==> config.mk <==
export PLATFORM = sky130hd
export DESIGN_NAME = serd_event_rate_discriminator_unit
export DESIGN_NICKNAME = d
export VERILOG_FILES = /design/src/design/serd_pkg.sv /design/src/design/serd_event_rate_discriminator_unit.sv /design/src/design/serd_ring_ram.sv /design/src/design/serd_ctrl.sv
export SDC_FILE = /design/constraint.sdc
export NUM_CORES = 2
export LEC_CHECK = 0
export BUFFER_PORTS_ARGS = -buffer_cell sky130_fd_sc_hd__buf_4
export CORE_ASPECT_RATIO = 1.4
export CORE_MARGIN = 2
export CORE_UTILIZATION = 56
export DETAILED_ROUTE_END_ITERATION = 8
export GPL_TIMING_DRIVEN = 0
export PLACE_DENSITY_LB_ADDON = 0.08
export SYNTH_ARGS = -nofsm -noshare
export SYNTH_HDL_FRONTEND = slang
export SYNTH_HIERARCHICAL = 1
export SYNTH_SLANG_ARGS = --single-unit
==> constraint.sdc <==
create_clock -name clk -period 10.45 [get_ports clk]
set_clock_uncertainty 0.1 [all_clocks]
set_input_delay 0.5225 -clock clk [delete_from_list [all_inputs] [get_ports clk]]
set_output_delay 0.5225 -clock clk [all_outputs]
set_load 0.01 [all_outputs]
==> src/design/serd_pkg.sv <==
// serd_pkg: shared types and codes of the event rate discriminator.
// No dependencies; imported by every module of the block.
`timescale 1ns / 1ps

package serd_pkg;

  localparam int FUNC_W   = 2;
  localparam int STAMP_W  = 64;
  localparam int LIMIT_W  = 5;
  localparam int CFG_IDX_W = 8;
  localparam int OUT_CNT_W = 5;

  typedef logic [FUNC_W-1:0]  func_t;
  typedef logic [STAMP_W-1:0] stamp_t;

  // operation codes carried on tuser
  localparam func_t FUNC_RECORD = 2'd0;
  localparam func_t FUNC_RESET  = 2'd1;
  localparam func_t FUNC_GC     = 2'd2;
  localparam func_t FUNC_NOP    = 2'd3;

  // configuration register indexes
  localparam logic [CFG_IDX_W-1:0] CFG_EVENT_LIMIT = 8'd0;
  localparam logic [CFG_IDX_W-1:0] CFG_TIME_WINDOW = 8'd1;

  localparam logic [LIMIT_W-1:0] LIMIT_RESET  = 5'd4;
  localparam stamp_t             WINDOW_RESET = 64'd0;

  // one result word, status after the step
  typedef struct packed {
    logic                 is_empty;
    logic [OUT_CNT_W-1:0] event_count;
    logic                 fired_state;
    logic                 fire;
  } result_t;

endpackage

==> src/design/serd_event_rate_discriminator_unit.sv <==
// serd_event_rate_discriminator_unit: top level of the event rate discriminator.
// Holds config registers and the result register; uses serd_pkg, serd_ctrl, serd_ring_ram.
`timescale 1ns / 1ps
//
// Channel   | Signals                                   | Word
// ----------+-------------------------------------------+------------------------------
// s_*       | s_tvalid s_tready s_tdata s_tuser          | tdata timestamp, tuser func
// m_*       | m_tvalid m_tready m_tdata                  | status of the finished step
// cfg_*     | cfg_valid cfg_ready cfg_index cfg_data     | 0 event_limit, 1 time_window
//
// Steps: reset, gc on an empty or fired ring, record while fired and func 3 go from idle
//   straight to output; a record word adds a compare state (ring write plus oldest-stamp read, then compare).
// A gc word on a single stamp reads the newest stamp, then outputs; on two or more it then
//   checks the oldest and drops stale entries, one per cycle, bounded by the ring read port.
// rst clears pointers, count and fired flag; ring contents need no clearing pass.
// A result waits in the output register; a new word is accepted while it waits, and
//   the sequencer holds its next result until that register frees.
// Config writes are always accepted (cfg_ready is tied high).

module serd_event_rate_discriminator_unit #(
  parameter int RING_DEPTH = 16
) (
  input  logic                            clk,
  input  logic                            rst,
  // slave side
  input  logic                            s_tvalid,
  output logic                            s_tready,
  input  serd_pkg::stamp_t                s_tdata,   // [63:0] timestamp
  input  serd_pkg::func_t                 s_tuser,   // [1:0] func
  // master side
  output logic                            m_tvalid,
  input  logic                            m_tready,
  output logic [7:0]                      m_tdata,   // [0] fire, [1] fired_state,
                                                     // [6:2] event_count, [7] is_empty
  // configuration write
  input  logic                            cfg_valid,
  output logic                            cfg_ready,
  input  logic [serd_pkg::CFG_IDX_W-1:0]  cfg_index,
  input  serd_pkg::stamp_t                cfg_data
);
  import serd_pkg::*;

  localparam int IDX_W = (RING_DEPTH > 1) ? $clog2(RING_DEPTH) : 1;
  localparam int CNT_W = $clog2(RING_DEPTH + 1);

  logic [LIMIT_W-1:0] event_limit;
  stamp_t             time_window;

  logic               ctrl_ready;
  logic               res_valid;
  logic               res_take;
  result_t            res;

  logic               mem_we;
  logic [IDX_W-1:0]   mem_waddr;
  logic [IDX_W-1:0]   mem_raddr;
  stamp_t             mem_wdata;
  stamp_t             mem_rdata;

  // config registers
  assign cfg_ready = 1'b1;

  always_ff @(posedge clk) begin
    if (rst) begin
      event_limit <= LIMIT_RESET;
      time_window <= WINDOW_RESET;
    end else if (cfg_valid) begin
      if (cfg_index == CFG_EVENT_LIMIT) begin
        event_limit <= cfg_data[LIMIT_W-1:0];
      end else if (cfg_index == CFG_TIME_WINDOW) begin
        time_window <= cfg_data;
      end
    end
  end

  assign s_tready = ctrl_ready;

  serd_ctrl #(
    .RING_DEPTH (RING_DEPTH),
    .IDX_W      (IDX_W),
    .CNT_W      (CNT_W)
  ) u_ctrl (
    .clk         (clk),
    .rst         (rst),
    .start       (s_tvalid & ctrl_ready),
    .ready       (ctrl_ready),
    .func        (s_tuser),
    .timestamp   (s_tdata),
    .event_limit (event_limit),
    .time_window (time_window),
    .res_valid   (res_valid),
    .res_take    (res_take),
    .res         (res),
    .mem_we      (mem_we),
    .mem_waddr   (mem_waddr),
    .mem_wdata   (mem_wdata),
    .mem_raddr   (mem_raddr),
    .mem_rdata   (mem_rdata)
  );

  serd_ring_ram #(
    .RING_DEPTH (RING_DEPTH),
    .IDX_W      (IDX_W)
  ) u_ram (
    .clk   (clk),
    .we    (mem_we),
    .waddr (mem_waddr),
    .wdata (mem_wdata),
    .raddr (mem_raddr),
    .rdata (mem_rdata)
  );

  // output register: loads when empty or being drained this cycle
  assign res_take = res_valid && (!m_tvalid || m_tready);

  always_ff @(posedge clk) begin
    if (rst) begin
      m_tvalid <= 1'b0;
    end else if (res_take) begin
      m_tvalid <= 1'b1;
    end else if (m_tready) begin
      m_tvalid <= 1'b0;
    end
    if (res_take) begin
      m_tdata <= res;
    end
  end

endmodule

==> src/design/serd_ring_ram.sv <==
// serd_ring_ram: timestamp ring storage, one write and one read port.
// Registered read data. Uses serd_pkg.
`timescale 1ns / 1ps

module serd_ring_ram #(
  parameter int RING_DEPTH = 16,
  parameter int IDX_W      = 4
) (
  input  logic              clk,
  input  logic              we,
  input  logic [IDX_W-1:0]  waddr,
  input  serd_pkg::stamp_t  wdata,
  input  logic [IDX_W-1:0]  raddr,
  output serd_pkg::stamp_t  rdata
);
  import serd_pkg::*;

  stamp_t mem [RING_DEPTH];

  always_ff @(posedge clk) begin
    if (we) begin
      mem[waddr] <= wdata;
    end
    rdata <= mem[raddr];
  end

endmodule

==> src/design/serd_ctrl.sv <==
// serd_ctrl: sequencer for record, reset and gc words; ring pointers and fired flag.
// Drives serd_ring_ram through its ports. Uses serd_pkg.
`timescale 1ns / 1ps

module serd_ctrl #(
  parameter int RING_DEPTH = 16,
  parameter int IDX_W      = 4,
  parameter int CNT_W      = 5
) (
  input  logic                          clk,
  input  logic                          rst,
  input  logic                          start,
  output logic                          ready,
  input  serd_pkg::func_t               func,
  input  serd_pkg::stamp_t              timestamp,
  input  logic [serd_pkg::LIMIT_W-1:0]  event_limit,
  input  serd_pkg::stamp_t              time_window,
  output logic                          res_valid,
  input  logic                          res_take,
  output serd_pkg::result_t             res,
  output logic                          mem_we,
  output logic [IDX_W-1:0]              mem_waddr,
  output serd_pkg::stamp_t              mem_wdata,
  output logic [IDX_W-1:0]              mem_raddr,
  input  serd_pkg::stamp_t              mem_rdata
);
  import serd_pkg::*;

  localparam logic [2:0] S_IDLE   = 3'd0;
  localparam logic [2:0] S_REC    = 3'd1;
  localparam logic [2:0] S_GC_NEW = 3'd2;
  localparam logic [2:0] S_GC_CHK = 3'd3;
  localparam logic [2:0] S_OUT    = 3'd4;

  logic [2:0]       state, state_next;
  logic [IDX_W-1:0] oldest, oldest_next;
  logic [CNT_W-1:0] count, count_next;
  logic             fired, fired_next;
  logic             fire_r, fire_next;
  logic             may_fire, may_fire_next;
  logic             self_hit, self_hit_next;
  stamp_t           stamp, stamp_next;

  logic [CNT_W-1:0] lim, keep, drop;
  logic [IDX_W-1:0] rec_oldest, rec_wslot, gc_newest, oldest_inc;
  stamp_t           diff;

  // sum of two ring positions below twice the depth, folded back into the ring
  function automatic logic [IDX_W-1:0] wrap_slot(input logic [CNT_W:0] v);
    logic [CNT_W:0] d;
    d = v - (CNT_W+1)'(RING_DEPTH);
    if (v >= (CNT_W+1)'(RING_DEPTH)) begin
      return d[IDX_W-1:0];
    end
    return v[IDX_W-1:0];
  endfunction

  // limit clamped to 1..RING_DEPTH
  always_comb begin
    if (event_limit == '0) begin
      lim = CNT_W'(1);
    end else if (32'(event_limit) > RING_DEPTH) begin
      lim = CNT_W'(RING_DEPTH);
    end else begin
      lim = CNT_W'(event_limit);
    end
  end

  assign keep       = (count >= lim) ? lim - CNT_W'(1) : count;
  assign drop       = count - keep;
  assign rec_oldest = wrap_slot((CNT_W+1)'(oldest) + (CNT_W+1)'(drop));
  assign rec_wslot  = wrap_slot((CNT_W+1)'(rec_oldest) + (CNT_W+1)'(keep));
  assign gc_newest  = wrap_slot((CNT_W+1)'(oldest) + (CNT_W+1)'(count) - (CNT_W+1)'(1));
  assign oldest_inc = (oldest == IDX_W'(RING_DEPTH - 1)) ? '0 : oldest + IDX_W'(1);
  assign diff       = stamp - mem_rdata;

  always_comb begin
    state_next    = state;
    oldest_next   = oldest;
    count_next    = count;
    fired_next    = fired;
    fire_next     = fire_r;
    may_fire_next = may_fire;
    self_hit_next = self_hit;
    stamp_next    = stamp;
    mem_we        = 1'b0;
    mem_waddr     = rec_wslot;
    mem_wdata     = timestamp;
    mem_raddr     = oldest;
    unique case (state)
      S_IDLE: begin
        if (start) begin
          fire_next  = 1'b0;
          state_next = S_OUT;
          case (func)
            FUNC_RECORD: begin
              if (!fired) begin
                mem_we        = 1'b1;
                mem_raddr     = rec_oldest;
                oldest_next   = rec_oldest;
                count_next    = keep + CNT_W'(1);
                stamp_next    = timestamp;
                may_fire_next = (keep == lim - CNT_W'(1));
                self_hit_next = (keep == '0);
                state_next    = S_REC;
              end
            end
            FUNC_RESET: begin
              oldest_next = '0;
              count_next  = '0;
              fired_next  = 1'b0;
            end
            FUNC_GC: begin
              if (count != '0 && !fired) begin
                mem_raddr  = gc_newest;
                state_next = S_GC_NEW;
              end
            end
            default: begin
              state_next = S_OUT;
            end
          endcase
        end
      end
      S_REC: begin
        // single-entry ring: oldest is the new stamp, gap is zero
        if (may_fire && (self_hit || diff <= time_window)) begin
          fired_next = 1'b1;
          fire_next  = 1'b1;
        end
        state_next = S_OUT;
      end
      S_GC_NEW: begin
        stamp_next = mem_rdata;
        mem_raddr  = oldest;
        state_next = (count > CNT_W'(1)) ? S_GC_CHK : S_OUT;
      end
      S_GC_CHK: begin
        if (count > CNT_W'(1) && diff > time_window) begin
          oldest_next = oldest_inc;
          count_next  = count - CNT_W'(1);
          mem_raddr   = oldest_inc;
        end else begin
          state_next = S_OUT;
        end
      end
      S_OUT: begin
        if (res_take) begin
          state_next = S_IDLE;
        end
      end
      default: begin
        state_next = S_IDLE;
      end
    endcase
  end

  always_ff @(posedge clk) begin
    if (rst) begin
      state  <= S_IDLE;
      oldest <= '0;
      count  <= '0;
      fired  <= 1'b0;
      fire_r <= 1'b0;
    end else begin
      state  <= state_next;
      oldest <= oldest_next;
      count  <= count_next;
      fired  <= fired_next;
      fire_r <= fire_next;
    end
    may_fire <= may_fire_next;
    self_hit <= self_hit_next;
    stamp    <= stamp_next;
  end

  assign ready             = (state == S_IDLE);
  assign res_valid         = (state == S_OUT);
  assign res.fire          = fire_r;
  assign res.fired_state   = fired;
  assign res.event_count   = OUT_CNT_W'(count);
  assign res.is_empty      = (count == '0);

endmodule
Yosys cells after proc, flatten, opt, wreduce, memory -nomap -nowiden:

Memories as Yosys holds them, arrays and structs flattened. A register that Yosys moved wholly into a read port is not among the register bits.
Index checks and enable logic that the tools add are counted.

* add/subtract/negate cells: 13
* muxes and demuxes: 53
* reduce and logical (&&, ||, !) cells: 28
* order comparisons: 8
* equality and inequality tests: 19
* bitwise operators: 3

Operators with widths (count)
* 64-bit two-way mux: 3
* 64-bit one-hot mux with 2 select lines: 1
* 64-bit > comparator: 1
* 64-bit <= comparator: 1
* 64-bit subtractor: 1
* 4-bit two-way mux: 12
* 4-bit one-hot mux with 2 select lines: 4
* 5-bit two-way mux: 6
* 5-bit one-hot mux with 2 select lines: 2
* 4-bit by 5-bit adder with 6-bit output: 3
* 6-bit by 5-bit >= comparator with 1-bit output (second input constant): 3
* 3-bit two-way mux: 6
* 5-bit zero test: 3
* 1-bit two-way mux: 15
* 3-bit one-hot mux with 5 select lines: 1
* 2-bit by 1-bit != test with 1-bit output (second input constant): 6
* 3-bit AND reduction: 4
* 4-bit AND reduction: 3
* 4-bit by 1-bit subtractor with 4-bit output (second input constant): 3
* 5-bit by 1-bit subtractor with 5-bit output (second input constant): 2
* 8-bit by 1-bit equality test with 1-bit output (second input constant): 1
* 8-bit zero test: 1
* 2-bit nonzero test: 4
* 3-bit by 2-bit equality test with 1-bit output (second input constant): 2
* other kinds (28): 36

* output and inout port bits: 11
* memories kept: 1
* logic and storage cells: 137
* bits of input ports: 143
* memory bits (writable): 1024
* register bits after elaboration: 158

Memory list
* u_ram.mem: words 16, bits a word 64, rd ports 1, clocked after Yosys merged registers in 1, wr ports 1, line serd_ring_ram.sv:18 `stamp_t mem [RING_DEPTH];`

Logic depth before layout (Yosys ltp):

* depth in word-level cells: 14
* mapped depth: 31
* gate-level depth less buffers: 27

By module:

The synthesis kept the hierarchy.

By module, submodules not included
* serd_ring_ram: cells each 1647, area each 39581.7 um2, instances 1, seq. area each 32030.7 um2
* serd_ctrl: cells each 1299, area each 10617.7 um2, instances 1, seq. area each 2262.2 um2
* serd_event_rate_discriminator_unit: cells each 316, area each 3457.1 um2, instances 1, seq. area each 1641.6 um2

Worst setup path before layout:

OpenSTA, ideal clock, no wires.

* kind: flip-flop to flip-flop
* start point: register event_limit[2]
* end point: memory u_ram/mem[0][0] (netlist name), enable pin
* clock period less this slack: 9.725 ns
* library setup time: 0.565 ns
* buffers on the path: 1
* path slack: 0.725 ns
* arrival time: 9.060 ns
* cell stages (with the launch flop): 21
* cell sequence: dfxtp_1 -> nor3_1 -> nor2_1 -> nor2_1 -> ha_1 -> nand2b_1 -> a21o_1 -> a21oi_1 -> o21ai_0 -> clkbuf_1 -> a21oi_1 -> ha_1 -> fa_1 -> fa_1 -> inv_1 -> ha_1 -> a31o_2 -> a21oi_1 -> xor2_1 -> or3b_2 -> nor3_1

* longest elaborated chain between the ends: 14
* elaborated cells between the ends (all ways): 20

RTL lines
* start, declared: line serd_event_rate_discriminator_unit.sv:46 `logic [LIMIT_W-1:0] event_limit;`
* start signal, assigned: line serd_event_rate_discriminator_unit.sv:69 `event_limit <= cfg_data[LIMIT_W-1:0];`
* 5-bit > comparator: line serd_ctrl.sv:62 `end else if (32'(event_limit) > RING_DEPTH) begin`
* 5-bit two-way mux: line serd_ctrl.sv:62
* 5-bit two-way mux *: line serd_ctrl.sv:60 `if (event_limit == '0) begin`
* 5-bit by 1-bit subtractor with 5-bit output / 5-bit >= comparator (equally long branches): line serd_ctrl.sv:69 `assign keep = (count >= lim) ? lim - CNT_W'(1) : count;`
* 5-bit two-way mux *: line serd_ctrl.sv:69
* 5-bit subtractor: line serd_ctrl.sv:70 `assign drop = count - keep;`
* 4-bit by 5-bit adder with 6-bit output: line serd_ctrl.sv:71 `assign rec_oldest = wrap_slot((CNT_W+1)'(oldest) + (CNT_W+1)'(drop));`
* 6-bit by 5-bit >= comparator with 1-bit output / 4-bit by 1-bit subtractor with 4-bit output (equally long branches): line serd_ctrl.sv:52, serd_ctrl.sv:51
* 1-bit two-way mux / 4-bit two-way mux (equally long branches): line serd_ctrl.sv:52 `if (v >= (CNT_W+1)'(RING_DEPTH)) begin`
* 4-bit two-way mux: line serd_ctrl.sv:55 `return v[IDX_W-1:0];`
* 4-bit by 5-bit adder with 6-bit output *: line serd_ctrl.sv:72 `assign rec_wslot = wrap_slot((CNT_W+1)'(rec_oldest) + (CNT_W+1)'(keep));`
* 6-bit by 5-bit >= comparator with 1-bit output / 4-bit by 1-bit subtractor with 4-bit output (equally long branches): line serd_ctrl.sv:52, serd_ctrl.sv:51
* 1-bit two-way mux / 4-bit two-way mux (equally long branches): line serd_ctrl.sv:52
* 4-bit two-way mux *: line serd_ctrl.sv:55
* named net mem_waddr[3]: line serd_event_rate_discriminator_unit.sv:55 `logic [IDX_W-1:0] mem_waddr;`
* end, declared: line serd_ring_ram.sv:18

The timed path passes the listed nets; every way through them passes the cells marked *. The select of a mux whose other input is x is not followed.

Final worst setup path:

* start point: register u_ram.rdata[1], read port of u_ram.mem
* end point: register u_ram.rdata[61], read port of u_ram.mem

* longest elaborated chain between the ends: 5

RTL lines
* start, declared: line serd_ring_ram.sv:14 `output serd_pkg::stamp_t rdata`
* 64-bit subtractor: line serd_ctrl.sv:75 `assign diff = stamp - mem_rdata;`
* 64-bit > comparator: line serd_ctrl.sv:139 `if (count > CNT_W'(1) && diff > time_window) begin`
* 1-bit logical AND: line serd_ctrl.sv:139
* 4-bit two-way mux
* 4-bit one-hot mux with 2 select lines: line serd_ctrl.sv:90 `unique case (state)`
* named net mem_raddr[1]: line serd_event_rate_discriminator_unit.sv:56 `logic [IDX_W-1:0] mem_raddr;`

The timed path passes the listed nets, and every way through them passes these cells.
A chain may end at the register's enable or synchronous reset.

==> results_dict.tcl <==
set metrics [dict create \
    synth_top_cell_area_share 0.614 \
    hp-start "s_tdata[4]" \
    finalWeightedCongestion 0.902 \
    cts.sinks 1246 \
    crit_path_end "u_ram/rdata[61]" \
    portBuffers 152 \
    vias 30900 \
    worst_pin_slew_ns 1.38 \
    setup_viol 0 \
    period_minus_slack_ns 9.25 \
    drc 0 \
    grt_use_total 0.286 \
    die_h_um 370 \
    grt_max_degree 29 \
    hold_depth 2 \
    yosysMostFrequentCell "edfxtp_1" \
    max_stage_delay_ns 0.78 \
    ys_top_cells_by_area "edfxtp_1, mux4_2, dfxtp_1, ha_1, a22oi_1" \
    ant_nets 0 \
    pre_cts_ws_ns 1.38 \
    drv_cap 0 \
    drive_above_1_share 0.231 \
    yosysWarnings 6 \
    syn_area_per_cell_um2 16.4 \
    pin_count 154 \
    fin_ws_ns 1.20 \
    ys.flop_type "edfxtp_1" \
    grt_remaining_overflow 0 \
    grt_pass1_wl_um 204000 \
    clk_path_buf_depth 3 \
    slew_violations 0 \
    antenna_found_initial 5 \
    core_area_um2 95200 \
    die-area_um2 98300 \
    numCtsBuffers 113 \
    wl_um 139000 \
    layout.nets 3949 \
    vias_per_cell 6.20 \
    drtIter0Drc 3032 \
    yosys.cell_types.count 77 \
    syn_nets 3560 \
    synth_edf_count 1098 \
    hp-class "in2reg" \
    ys_async_sr_fraction 0 \
    wl_per_cell_um 27.8 \
    cellLeakagePower_nw 20.9 \
    synth_area_um2 53700 \
    cts-root-buf "clkbuf_16" \
    crit_path_end_kind "flop" \
    cts_tree "built" \
    start_util 0.563 \
    reg2reg_to "u_ram/rdata[61]" \
    status "completed" \
    netlist_instances 3262 \
    std_cell_rows 134 \
    crit_arrival_ns 9.73 \
    firstDrtPassIters 5 \
    grt_pass1_vias 31600 \
    synth_seq_area_share 0.670 \
    ir_worst_vdd_mv 0.201 \
    cts.htree.levels 3 \
    crit_fanout 10 \
    r2r-start "u_ram/rdata[1]" \
    fmax_ghz 0.108 \
    period_share 0.885 \
    cp.required_ns 10.93 \
    yosysTopAreaCell "edfxtp_1" \
    clock_latency_ns 0.73 \
    slew_headroom 0.0794 \
    reg2regPathDepth 27 \
    slowest_stage "clkbuf_1" \
    syn_to_final_growth_pct 15.4 \
    synth_seq_cells 1246 \
    crit_type "reg2reg" \
    cts.clk_slew.worst_paths_ns 0.07 \
    rsz0062_at_grt "no" \
    r2r_slack_ns 1.20 \
    cts_setup_buffers 0 \
    die_w_um 266 \
    hold_viol_final 0 \
    dp_hpwl_um 96000 \
    start_kind "flop" \
    critPathLaunch "u_ram/rdata[1]" \
    whs_ns 0.0325 \
    cellPowerDensity_nw_per_um2 243 \
    fin_setup_tns_ns 0 \
    synthTopCellsByCount "edfxtp_1, mux4_2, inv_1" \
]
==> registers in the layout, summed over array words and instances (netlist names), 3 cells and up <==
signal	cells
event_limit	5
m_tdata	8
time_window	64
u_ctrl/count	5
u_ctrl/oldest	4
u_ctrl/stamp	64
u_ctrl/state	3
u_ram/mem	1024
u_ram/rdata	64
==> per-layer routing <==
metal | track usage | up-vias | part of all wire | wire length [um]
met3 | 0.0383 | 253 | 0.075 | 10400
met2 | 0.489 | 1327 | 0.50 | 69700
li1 | - | 13400 | - | -
met4 | 0.0999 | 4 | 0.032 | 4490
met1 | 0.380 | 15900 | 0.39 | 53900
met5 | 0 | - | 0.00022 | 30
==> worst min-delay path by stage <==
stage                      end  slack (ns)
2_1_floorplan       m_tdata[6]        0.33
3_3_place_gp   time_window[63]        0.36
3_5_place_dp   time_window[10]        0.36
4_1_cts        u_ctrl/stamp[4]       0.001
5_1_grt         event_limit[4]        0.03
6_report       u_ctrl/stamp[4]        0.03
==> power by group <==
group	switching, mW	internal, mW
sequential	0.157	5.81
combinational	2.85	2.05
clock	1.82	2.38
==> critical path, delay by kind of cell, from the launching register on <==
kind	cells	cell delay, ns
AOI/OAI and AO/OA	10	3.53
xor gates and xnor gates	1	0.19
adders and majority gates	2	0.58
buffers and inverters	4	1.57
DFF	1	0.37
muxes	1	0.44
and+or+nand+nor	9	2.31
==> cells by family (layout without fill, tap and decap cells) <==
family	count (synthesis)	after routing	synth area share
compound gates	474	474	0.0585
xor+xnor	80	80	0.0131
fa+ha+maj	155	155	0.0368
buf+inv	385	873	0.0366
flops	1246	1246	0.670
mux	394	394	0.135
other cells	1	7	0.0000699
simple gates	527	527	0.0505
==> placed cells by master (no fill, tap or decap), types with 69 or more instances in the layout <==
cell,count
edfxtp_1,1098
mux4_2,256
buf_4,231
inv_1,173
nand2_1,153
ha_1,150
dfxtp_1,148
nand2b_1,143
a22oi_1,130
a21oi_1,121
clkbuf_1,117
clkbuf_16,117
mux2i_1,74
nor2_1,69
==> area by class of cell <==
cell class	instances	area, um^2
Antenna cell	6	15.0
Buffer	212	1310
Clock buffer	159	3190
Clock inverter	55	593
Fill cell	6692	33300
Inverter	173	649
Multi-Input combinational cell	1631	15900
Sequential cell	1246	35900
Tap cell	1224	1530
Timing Repair Buffer	274	2820
==> timing repair <==
action                                  CTS  global route
hold endpoints to repair                 48             0
gates resized for setup                   0             0
hold buffers                             45             0
endpoints found under the setup margin    0             0
==> metrics by stage <==
stage | std cells | utilization | power (mW) | instance area [um^2]
2_1_floorplan | 3262 | - | 9.39 | 53700
3_3_place_gp | 4638 | 0.591 | 10.7 | 56300
3_5_place_dp | 4715 | 0.606 | 10.9 | 57700
4_1_cts | 4974 | 0.650 | 15.1 | 61900
5_1_grt | 4974 | 0.650 | 15.8 | 61900
6_report | 4980 | 0.650 | 15.1 | 61900
(Power assumes the default switching activity.)
